$ cat src/rgbrle_pkg.sv
package rgbrle_pkg;

    localparam int unsigned CHAN_W  = 8;
    localparam int unsigned COUNT_W = 8;
    localparam int unsigned COLOR_W = 3 * CHAN_W;

    // Longest run one record can carry
    localparam logic [COUNT_W-1:0] RUN_MAX = 8'd255;

    // Result queue: one entry drains while up to two are written
    localparam int unsigned QUEUE_DEPTH = 3;
    localparam int unsigned PTR_W       = 2;
    localparam int unsigned LEVEL_W     = 2;

    typedef logic [PTR_W-1:0]   ptr_t;
    typedef logic [LEVEL_W-1:0] level_t;

    typedef struct packed {
        logic [COUNT_W-1:0] run_length;
        logic [CHAN_W-1:0]  run_red;
        logic [CHAN_W-1:0]  run_green;
        logic [CHAN_W-1:0]  run_blue;
        logic               last_record;
    } record_t;

    function automatic ptr_t ptr_inc(input ptr_t p);
        ptr_t r;
        if (p == ptr_t'(QUEUE_DEPTH - 1)) begin
            r = '0;
        end else begin
            r = p + ptr_t'(1);
        end
        return r;
    endfunction

endpackage

$ cat src/rgb_run_length_encoder_unit.sv
// RGB run-length encoder. Each accepted transaction on the s_ channel is one
// 24-bit pixel; the block extends the open run while the colour repeats, up
// to 255 pixels, and emits a record (length, red, green, blue) on the m_
// channel when the run closes. The pixel flagged s_last_pixel flushes the
// open run as a record with m_last_record set, so that pixel can produce two
// records. A pixel is taken every clock while s_ready is high; the rate is set
// by a three-entry result queue, which drops s_ready for one cycle after a
// pixel that produced two records while the downstream side takes one per
// clock. Each record is registered in the queue before it reaches the m_ channel.
module rgb_run_length_encoder_unit
    import rgbrle_pkg::*;
(
    input  logic                aclk,
    input  logic                aresetn,

    input  logic                s_valid,
    output logic                s_ready,
    input  logic [CHAN_W-1:0]   s_red,
    input  logic [CHAN_W-1:0]   s_green,
    input  logic [CHAN_W-1:0]   s_blue,
    input  logic                s_last_pixel,

    output logic                m_valid,
    input  logic                m_ready,
    output logic [COUNT_W-1:0]  m_run_length,
    output logic [CHAN_W-1:0]   m_run_red,
    output logic [CHAN_W-1:0]   m_run_green,
    output logic [CHAN_W-1:0]   m_run_blue,
    output logic                m_last_record
);

    // Open run
    logic [COLOR_W-1:0] open_colour_reg, open_colour_next;
    logic [COUNT_W-1:0] open_count_reg,  open_count_next;
    logic               run_open_reg,    run_open_next;

    // Result queue
    record_t queue_mem [QUEUE_DEPTH];
    ptr_t    wr_ptr_reg, wr_ptr_next;
    ptr_t    rd_ptr_reg, rd_ptr_next;
    level_t  level_reg,  level_next;

    logic               accept;
    logic               pop;
    logic [COLOR_W-1:0] pix_colour;
    logic               extend;
    logic               close_run;
    logic [COLOR_W-1:0] cur_colour;
    logic [COUNT_W-1:0] cur_count;
    record_t            closed_rec;
    record_t            final_rec;
    record_t            slot0_rec;
    level_t             push_n;
    ptr_t               wr_ptr_second;

    assign s_ready = (level_reg <= level_t'(1));
    assign accept  = s_valid && s_ready;
    assign m_valid = (level_reg != '0);
    assign pop     = m_valid && m_ready;

    assign pix_colour = {s_red, s_green, s_blue};
    assign extend     = run_open_reg && (pix_colour == open_colour_reg)
                        && (open_count_reg != RUN_MAX);
    assign close_run  = run_open_reg && !extend;

    assign cur_colour = extend ? open_colour_reg : pix_colour;
    assign cur_count  = extend ? (open_count_reg + COUNT_W'(1)) : COUNT_W'(1);

    always_comb begin
        closed_rec.run_length  = open_count_reg;
        closed_rec.run_red     = open_colour_reg[COLOR_W-1 -: CHAN_W];
        closed_rec.run_green   = open_colour_reg[2*CHAN_W-1 -: CHAN_W];
        closed_rec.run_blue    = open_colour_reg[CHAN_W-1:0];
        closed_rec.last_record = 1'b0;

        final_rec.run_length   = cur_count;
        final_rec.run_red      = cur_colour[COLOR_W-1 -: CHAN_W];
        final_rec.run_green    = cur_colour[2*CHAN_W-1 -: CHAN_W];
        final_rec.run_blue     = cur_colour[CHAN_W-1:0];
        final_rec.last_record  = 1'b1;
    end

    // First written slot takes the closed run if there is one, else the flush
    assign slot0_rec     = close_run ? closed_rec : final_rec;
    assign wr_ptr_second = ptr_inc(wr_ptr_reg);

    always_comb begin
        push_n = '0;
        if (accept) begin
            push_n = level_t'(close_run) + level_t'(s_last_pixel);
        end
    end

    always_comb begin
        open_colour_next = open_colour_reg;
        open_count_next  = open_count_reg;
        run_open_next    = run_open_reg;
        if (accept) begin
            if (s_last_pixel) begin
                open_colour_next = '0;
                open_count_next  = '0;
                run_open_next    = 1'b0;
            end else begin
                open_colour_next = cur_colour;
                open_count_next  = cur_count;
                run_open_next    = 1'b1;
            end
        end
    end

    always_comb begin
        wr_ptr_next = wr_ptr_reg;
        case (push_n)
            level_t'(1): wr_ptr_next = wr_ptr_second;
            level_t'(2): wr_ptr_next = ptr_inc(wr_ptr_second);
            default:     wr_ptr_next = wr_ptr_reg;
        endcase
        rd_ptr_next = pop ? ptr_inc(rd_ptr_reg) : rd_ptr_reg;
        level_next  = level_reg + push_n - level_t'(pop);
    end

    always_ff @(posedge aclk) begin
        if (!aresetn) begin
            open_colour_reg <= '0;
            open_count_reg  <= '0;
            run_open_reg    <= 1'b0;
            wr_ptr_reg      <= '0;
            rd_ptr_reg      <= '0;
            level_reg       <= '0;
        end else begin
            open_colour_reg <= open_colour_next;
            open_count_reg  <= open_count_next;
            run_open_reg    <= run_open_next;
            wr_ptr_reg      <= wr_ptr_next;
            rd_ptr_reg      <= rd_ptr_next;
            level_reg       <= level_next;
        end
    end

    always_ff @(posedge aclk) begin
        if (push_n != '0) begin
            queue_mem[wr_ptr_reg] <= slot0_rec;
        end
        if (push_n == level_t'(2)) begin
            queue_mem[wr_ptr_second] <= final_rec;
        end
    end

    assign m_run_length  = queue_mem[rd_ptr_reg].run_length;
    assign m_run_red     = queue_mem[rd_ptr_reg].run_red;
    assign m_run_green   = queue_mem[rd_ptr_reg].run_green;
    assign m_run_blue    = queue_mem[rd_ptr_reg].run_blue;
    assign m_last_record = queue_mem[rd_ptr_reg].last_record;

    a_level_bound: assert property (@(posedge aclk) disable iff (!aresetn)
        level_reg <= level_t'(QUEUE_DEPTH))
        else $error("result queue overflow");

    a_open_count: assert property (@(posedge aclk) disable iff (!aresetn)
        run_open_reg == (open_count_reg != '0))
        else $error("run open flag disagrees with run length");

    a_flush_closes: assert property (@(posedge aclk) disable iff (!aresetn)
        accept && s_last_pixel |=> !run_open_reg && (level_reg != '0))
        else $error("frame end did not flush the open run");

    a_record_length: assert property (@(posedge aclk) disable iff (!aresetn)
        m_valid |-> (m_run_length != '0))
        else $error("empty run record emitted");

endmodule
$ cat config.mk
export PLATFORM = sky130hd
export DESIGN_NAME = rgb_run_length_encoder_unit
export DESIGN_NICKNAME = d
export VERILOG_FILES = /design/src/rgbrle_pkg.sv /design/src/rgb_run_length_encoder_unit.sv
export SDC_FILE = /design/constraint.sdc
export NUM_CORES = 1
export LEC_CHECK = 0
export BUFFER_PORTS_ARGS = -buffer_cell sky130_fd_sc_hd__buf_2
export CORE_UTILIZATION = 50
export CTS_BUF_LIST = sky130_fd_sc_hd__clkbuf_4 sky130_fd_sc_hd__clkbuf_8 sky130_fd_sc_hd__clkbuf_16
export DETAILED_ROUTE_END_ITERATION = 16
export GPL_TIMING_DRIVEN = 0
export HOLD_SLACK_MARGIN = 0.02
export MAX_ROUTING_LAYER = met4
export PLACE_DENSITY_LB_ADDON = 0.3
export SLEW_MARGIN = 5
export SYNTH_ARGS = -nofsm -noshare
export SYNTH_HDL_FRONTEND = slang
export SYNTH_SLANG_ARGS = --single-unit
$ cat constraint.sdc
create_clock -name aclk -period 7.3 [get_ports aclk]
set_input_delay 1.095 -clock aclk [delete_from_list [all_inputs] [get_ports aclk]]
set_output_delay 1.095 -clock aclk [all_outputs]
set_load 0.005 [all_outputs]
Word level (Yosys, flattened, before mapping)
Memory sizes are Yosys's and may differ from the RTL's. A register that Yosys moved wholly into a read port is not among the register bits.
Cells that the tools add are included.
{"block": "totals", "elab_cells": 48, "ff_bits": 39, "mem_count": 1, "in_bits": 29, "ramBits": 99}
{"name": "queue_mem", "depth": 3, "width": 33, "read_ports": 1, "rd_clocked_by_memory_dff": 1, "wr": 2, "line_no": "rgb_run_length_encoder_unit.sv:38", "source": "record_t queue_mem [QUEUE_DEPTH];"}
{"block": "op_classes", "order_cmp": 1, "muxes": 17, "n_addsub": 7, "reduce_logical": 9, "eq_ne": 7}
{"cell": "two-way mux 24 bit", "n": 2}
{"cell": "two-way mux 33 bit", "n": 1}
{"cell": "equality test 24 bit", "n": 1}
{"cell": "two-way mux 8 bit", "n": 2}
{"cell": "two-way mux 2 bit", "n": 6}
{"cell": "adder 8 x 1 -> 8 bit (second input constant)", "n": 1}
{"cell": "equality test 2 bit (second input constant)", "n": 4}
{"cell": "inequality test 8 bit (second input constant)", "n": 1}
{"cell": "adder 2 x 1 -> 2 bit (second input constant)", "n": 3}
{"cell": "nonzero test 2 bit", "n": 3}
{"cell": "logical AND 1 bit", "n": 5}
{"cell": "two-way mux 1 bit", "n": 5}
{"cell": "one-hot mux 2 bit (2 select lines)", "n": 1}
{"cell": "adder 1 x 1 -> 2 bit", "n": 1}
{"cell": "adder 2 bit", "n": 1}
{"cell": "equality test 2 x 1 -> 1 bit (second input constant)", "n": 1}
{"cell": "less-or-equal comparator 2 x 1 -> 1 bit (second input constant)", "n": 1}
{"cell": "subtractor 2 x 1 -> 2 bit", "n": 1}
{"cell": "zero test 1 bit", "n": 1}

Longest topological paths before layout
Gate-level depths: netlist of the first run.
{"block": "logic_depth", "ltp_word": 10, "mapped_depth": 16, "mapped_depth_nobuf": 16}

Worst setup path before layout of the first run
Ideal clock, no wire load.
{"block": "synth_timing", "path_kind": "input -> register", "start": "in s_red[2]", "end": "mem queue_mem[1][30] in the netlist's numbering, data pin", "slack_ns": 2.330, "stages": 14, "setup_time_ns": 0.264, "arrival_time_ns": 4.706, "n_path_buf": 0, "cell_sequence": "xnor2_1 -> nand4_1 -> nor4_4 -> and2_1 -> nor2_1 -> ha_1 -> nand2_1 -> ha_1 -> or3b_2 -> and2_1 -> clkinv_1 -> and3_1 -> o211ai_1 -> o21ai_0"}
{"item": "start, declared", "line_no": "rgb_run_length_encoder_unit.sv:18", "source": "input logic [CHAN_W-1:0] s_red,"}
{"item": "end, declared", "line_no": "rgb_run_length_encoder_unit.sv:38"}

==> results of run 1 <==
## final cells by class
type                    instances  area [um2]  area share
multi-input cells             463        3210       0.386
plain buffers                  46         198      0.0238
clock buffers                  23         477      0.0574
inverters                      13        51.3     0.00618
flip-flops and latches        140        3760       0.453
repair buffers                 63         315      0.0380
well taps                     180         225      0.0271
clock inverters                 9        71.3     0.00859
## worst paths after layout
kind | slack [ns] | endpoint | cells past startpoint | startpoint
setup / recovery | 1.86 | queue_mem[2][31] | 15 | s_red[2]
hold / removal | 0.47 | queue_mem[2][0] | 1 | queue_mem[2][0]
setup reg to reg | 2.27 | queue_mem[2][31] | 15 | open_count_reg[0]
hold reg to reg | 0.47 | queue_mem[2][0] | 1 | queue_mem[2][0]
## stage by stage
stage	hold slack, ns	power, mW	util	worst slack, ns
2_1_floorplan	0.440	1.32	-	2.33
6_report	0.469	2.32	0.594	1.86
3_3_place_gp	0.448	1.52	0.554	0.844
3_5_place_dp	0.455	1.53	0.554	1.48
5_1_grt	0.496	2.42	0.594	1.65
4_1_cts	0.467	2.32	0.593	1.90
## layout by cell type, fill, tap and decap left out, drive strengths merged, types with 3 or more instances in the layout
cell type	n
edfxtp	96
buf	73
a22o	72
nand2	63
clkbuf	59
o21ai	54
dfxtp	44
mux2i	34
a21oi	29
xnor2	27
nor2b	26
nor3b	24
nand4	19
nor3	15
inv	12
o211ai	11
nor2	10
and3	9
clkinv	9
nand3	8
and2	8
a21boi	8
ha	7
nor4	4
o2111ai	3
o22ai	3
nand2b	3
a31o	3
a2111oi	3
or3b	3
## critical path, cell delays in order
cell and delay (ns):
buf_2 0.14, xnor2_1 0.30, nand4_1 0.21, nor4_4 0.68, and2_1 0.38, nor2_1 0.10
ha_1 0.28, nand2_1 0.11, ha_1 0.31, nand3b_1 0.16, and2_1 0.34, clkinv_2 0.67
and3_1 0.47, o211ai_1 0.19, o21ai_0 0.13
## report_power, final
part	total (mW)	internal (mW)	switching (mW)
combinational	0.521	0.203	0.318
sequential	0.999	0.956	0.0426
clock	0.803	0.491	0.312
total	2.32	1.65	0.672
## cells by family (layout without fill, tap and decap cells)
group	Yosys count	count (layout)	synth area share
compound gates	195	195	0.193
xor+xnor	29	29	0.0373
fa+ha+maj	7	7	0.0121
buf+inv	59	154	0.0342
flops	140	140	0.522
mux	34	34	0.0472
simple gates	198	198	0.154
## metal layers
layer / global-route usage / share of wire / vias to the layer above
met5: - / 0 / -
met4: 0.0922 / 0.024 / 0
met3: 0.0557 / 0.059 / 41
met2: 0.436 / 0.48 / 226
met1: 0.341 / 0.43 / 2843
li1: - / - / 2677
==> flow_metrics.env, run 1 <==
export IMPL_vias_per_cell=6.18
export IMPL_ctsResizeCount=0
export IMPL_max_freq_mhz=184
export IMPL_nets=780
export IMPL_post_route_drc_count=0
export IMPL_worst_pin_slew_ns=1.28
export IMPL_yosysWarningCount=0
export IMPL_synthesis_instances=662
export IMPL_hp_class="register to register"
export IMPL_crit_type="input port to register"
export IMPL_required_ns=7.45
export IMPL_grt_overflow=0
export IMPL_clk_latency_ns=0.42
export IMPL_ys_top_cells_by_area="edfxtp_1, dfxtp_1, a22o_1, mux2i_1, nand2_1"
export IMPL_rows=43
export IMPL_grt_max_degree=40
export IMPL_post_route_period_util=0.745
export IMPL_synth_distinct_cells=52
export IMPL_grt_util_all_layers=0.272
export IMPL_routed_wl_um=19300
export IMPL_ys_flop_type="edfxtp_1"
export IMPL_cts_hold_buf=0
export IMPL_drt_iter0_drc=475
export IMPL_diodes=0
export IMPL_wl_per_cell_um=20.6
export IMPL_tns_ns=0
export IMPL_post_cts_buffers=0
export IMPL_async_reset_ff_frac=0
export IMPL_syn_nets=698
export IMPL_post_synth_top_count_cell="edfxtp_1"
export IMPL_portBuffers=63
export IMPL_rsz0062_at_grt="false"
export IMPL_drive_gt1_frac=0.169
export IMPL_route_vias_total=5787
export IMPL_peakVddDrop_uv=171
export IMPL_status="finished clean"
export IMPL_crit_fanout=39
export IMPL_start_util=0.515
export IMPL_gp_congestion=0.933
export IMPL_cts_sinks=140
export IMPL_leakagePower_nw=2.87
export IMPL_synth_edf_count=96
export IMPL_ant_nets=0
export IMPL_postSynthAreaPerCell_um2=10.9
export IMPL_crit_arrival_ns=5.60
export IMPL_final_area_um2=8310
export IMPL_fp_dieW_um=122
export IMPL_slew_headroom=0.139
export IMPL_finalCriticalPeriod_ns=5.44
export IMPL_first_pass_iters=11
export IMPL_worstSetupEndpointType="register"
export IMPL_htree_levels=4
export IMPL_setup_viol=0
export IMPL_ios=64
export IMPL_die_h_um=122
export IMPL_clk_pin_slew_ns=0.06
export IMPL_synth_top_area_cell="edfxtp_1"
export IMPL_fin_cells=937
export IMPL_fin_worst_skew_ns=0.00708
export IMPL_ys_seq_area_frac=0.522
export IMPL_synth_top_area_share=0.400
export IMPL_setup_worst_path_start_class="input port"
export IMPL_cts_tree="done"
export IMPL_ys_top_cells_by_count="edfxtp_1, a22o_1, nand2_1, dfxtp_1, o21ai_0"
export IMPL_core_area_um2=14000
export IMPL_maxCapViolCount=0
export IMPL_power_density_nw_per_um2=280
export IMPL_grt_pass1_vias=5554
export IMPL_largest_reg_flops=99
export IMPL_dieArea_um2=14900
export IMPL_placed_area_um2=7750
export IMPL_grt_pass1_wl_um=29500
export IMPL_fillers=1211
export IMPL_syn_area_um2=7210
export IMPL_synthToLayoutAreaGrowth_pct=15.2
export IMPL_cts_root_buffer_cell="clkbuf_16"
export IMPL_clockBufferDepth=2
export IMPL_drv_slew=0
export IMPL_dp_hpwl_um=13400
export IMPL_cts_buffers=17
export IMPL_dp_cells=905
export IMPL_yosys_register_bits=140
export IMPL_antenna_found_initial=0
export IMPL_hold_violations=0
Power figures use the tool's default switching activity.
==> run 2, diff against run 1 <==
- ABC_AREA: unset -> 1
- clock period: 7.3 -> 5.49 ns (I/O delays scaled with it)
==> flow_metrics.env, run 2 <==
export IMPL_htree_levels=4
export IMPL_clk_latency_ns=0.43
export IMPL_clockBufferDepth=2
export IMPL_crit_arrival_ns=4.74
export IMPL_cts_hold_buf=0
export IMPL_placed_area_um2=8100
export IMPL_postSynthAreaPerCell_um2=7.93
export IMPL_die_h_um=125
export IMPL_ys_seq_area_frac=0.500
export IMPL_slew_headroom=0.408
export IMPL_route_vias_total=6921
export IMPL_syn_area_um2=7530
export IMPL_drive_gt1_frac=0.144
export IMPL_synth_top_area_cell="edfxtp_1"
export IMPL_crit_chain="ha_1 -> nand2_1 -> inv_2 -> nand2_2 -> nor2_4 -> nand4_2 -> nand4_4 -> buf_6 -> nand2_2 -> inv_1 -> ha_1 -> inv_1 -> nor2_1 -> inv_1 -> ha_1 -> nor2_1 -> clkinv_1 -> nand2_2 -> nand2_1 -> nor2_1"
export IMPL_final_core_util=0.597
export IMPL_final_area_um2=8700
export IMPL_drv_slew=0
export IMPL_synth_top_area_share=0.383
export IMPL_ys_top_cells_by_area="edfxtp_1, nand2_1, dfxtp_1, a21oi_1, o22ai_1"
export IMPL_vias_per_cell=5.63
export IMPL_fin_cells=1229
export IMPL_syn_nets=985
export IMPL_crit_type="register to register"
export IMPL_nets=1068
export IMPL_gp_congestion=0.979
export IMPL_async_reset_ff_frac=0
export IMPL_cts_tree="done"
export IMPL_worst_pin_slew_ns=0.885
export IMPL_synthAdderAreaFrac=0.0116
export IMPL_cts_sinks=140
export IMPL_first_pass_iters=6
export IMPL_rows=44
export IMPL_maxCapViolCount=0
export IMPL_fin_worst_skew_ns=0.00685
export IMPL_worstSetupEndpointType="register"
export IMPL_leakagePower_nw=3.58
export IMPL_synth_distinct_cells=36
export IMPL_power_density_nw_per_um2=400
export IMPL_grt_pass1_vias=6286
export IMPL_max_freq_mhz=224
export IMPL_synth_edf_count=96
export IMPL_yosysWarningCount=0
export IMPL_synth_top_family_by_area="simple AND/OR/NAND/NOR gates"
export IMPL_setup_worst_path_start_class="register"
export IMPL_yosys_area_share_simple=0.241
export IMPL_finalCriticalPeriod_ns=4.47
export IMPL_clk_pin_slew_ns=0.06
export IMPL_fp_dieW_um=125
export IMPL_start_util=0.516
export IMPL_portBuffers=63
export IMPL_dp_cells=1197
export IMPL_fillers=1312
export IMPL_hp_class="register to register"
export IMPL_required_ns=5.76
export IMPL_whs_ns=0.483
export IMPL_cts_buffers=17
export IMPL_synthesis_instances=949
export IMPL_yosys_register_bits=140
export IMPL_largest_reg_flops=99
export IMPL_drt_iter0_drc=749
export IMPL_ctsResizeCount=0
export IMPL_ys_top_cells_by_count="nand2_1, a21oi_1, edfxtp_1, inv_1, nor2_1"
export IMPL_synthMuxAreaShare=0
export IMPL_hold_depth=2
export IMPL_synthToLayoutAreaGrowth_pct=15.6
export IMPL_setup_viol=0
export IMPL_crit_fanout=36
export IMPL_multi_input_area_um2=3160
export IMPL_synth_xor_area_frac=0.00465
export IMPL_critPathBufInv=6
export IMPL_grt_pass1_wl_um=33200
export IMPL_rr_worst_depth=20
export IMPL_ios=64
export IMPL_layout_commonest_cell="nand2_1"
export IMPL_setup_ws_ns=1.02
export IMPL_core_area_um2=14600
export IMPL_seq_area_um2=3760
export IMPL_post_route_period_util=0.814
export IMPL_routed_wl_um=20900
export IMPL_hold_violations=0
export IMPL_post_synth_top_count_cell="nand2_1"
export IMPL_finalPower_mw=3.48
export IMPL_cts_root_buffer_cell="clkbuf_16"
export IMPL_antenna_found_initial=0
export IMPL_critPathMaxStageDelay_ns=0.77
export IMPL_status="finished clean"
export IMPL_mostFrequentLayoutCells="nand2_1, a21oi_1, edfxtp_1"
export IMPL_crit_slowest_cell="nand2_2"
export IMPL_wl_per_cell_um=17.0
export IMPL_dp_slack_ns=0.638
export IMPL_ys_flop_type="edfxtp_1"
export IMPL_dp_hpwl_um=15100
export IMPL_peakVddDrop_uv=242
export IMPL_critPathTopFamily="simple AND/OR/NAND/NOR gates"
export IMPL_synth_compound_area_frac=0.162
export IMPL_grt_util_all_layers=0.285
export IMPL_tns_ns=0
export IMPL_ant_nets=0
export IMPL_dieArea_um2=15600
export IMPL_worst_path_stages=20
export IMPL_grt_max_degree=37
export IMPL_grt_overflow=0
export IMPL_post_cts_buffers=0
export IMPL_post_route_drc_count=0
export IMPL_diodes=0
export IMPL_rsz0062_at_grt="false"
-- run 2: layout make-up --
cell class | count | area share
plain buffers | 45 | 0.0206
clock buffers | 21 | 0.0530
clock inverters | 11 | 0.0164
inverters | 115 | 0.0496
multi-input cells | 649 | 0.363
flip-flops and latches | 140 | 0.432
well taps | 184 | 0.0264
repair buffers | 64 | 0.0385
-- run 2: report_power, final --
group | switching, mW | internal [mW]
clock network | 0.437 | 0.739
logic | 0.635 | 0.337
registers | 0.0596 | 1.27
-- run 2: logic make-up (layout without fill, tap and decap cells) --
kind of cell	Yosys count	after routing
AND/OR/NAND/NOR	418	418
buffers and inverters	160	256
adder cells (fa/ha/maj)	7	7
flip-flops	140	140
XOR/XNOR	4	4
AO/OA/AOI/OAI	220	220
-- run 2: worst min-delay path, stage by stage, from the launching register on --
cell	delay, ns
dfxtp_1	0.32
nand2_1	0.06
a21oi_1	0.05
-- run 2: final timing paths --
check | from | to | slack (ns)
worst max-delay path | open_count_reg[0] | queue_mem[1][26] | 1.02
worst min-delay path | open_colour_reg[12] | open_colour_reg[12] | 0.48
worst max register to register | open_count_reg[0] | queue_mem[1][26] | 1.02
worst min register to register | open_colour_reg[12] | open_colour_reg[12] | 0.48
-- run 2: layer usage --
metal	up-vias	GRT usage	share of wire
met4	0	0.0822	0.012
met3	24	0.0554	0.10
met5	-	-	0
li1	3409	-	-
met2	351	0.421	0.44
met1	3137	0.398	0.44
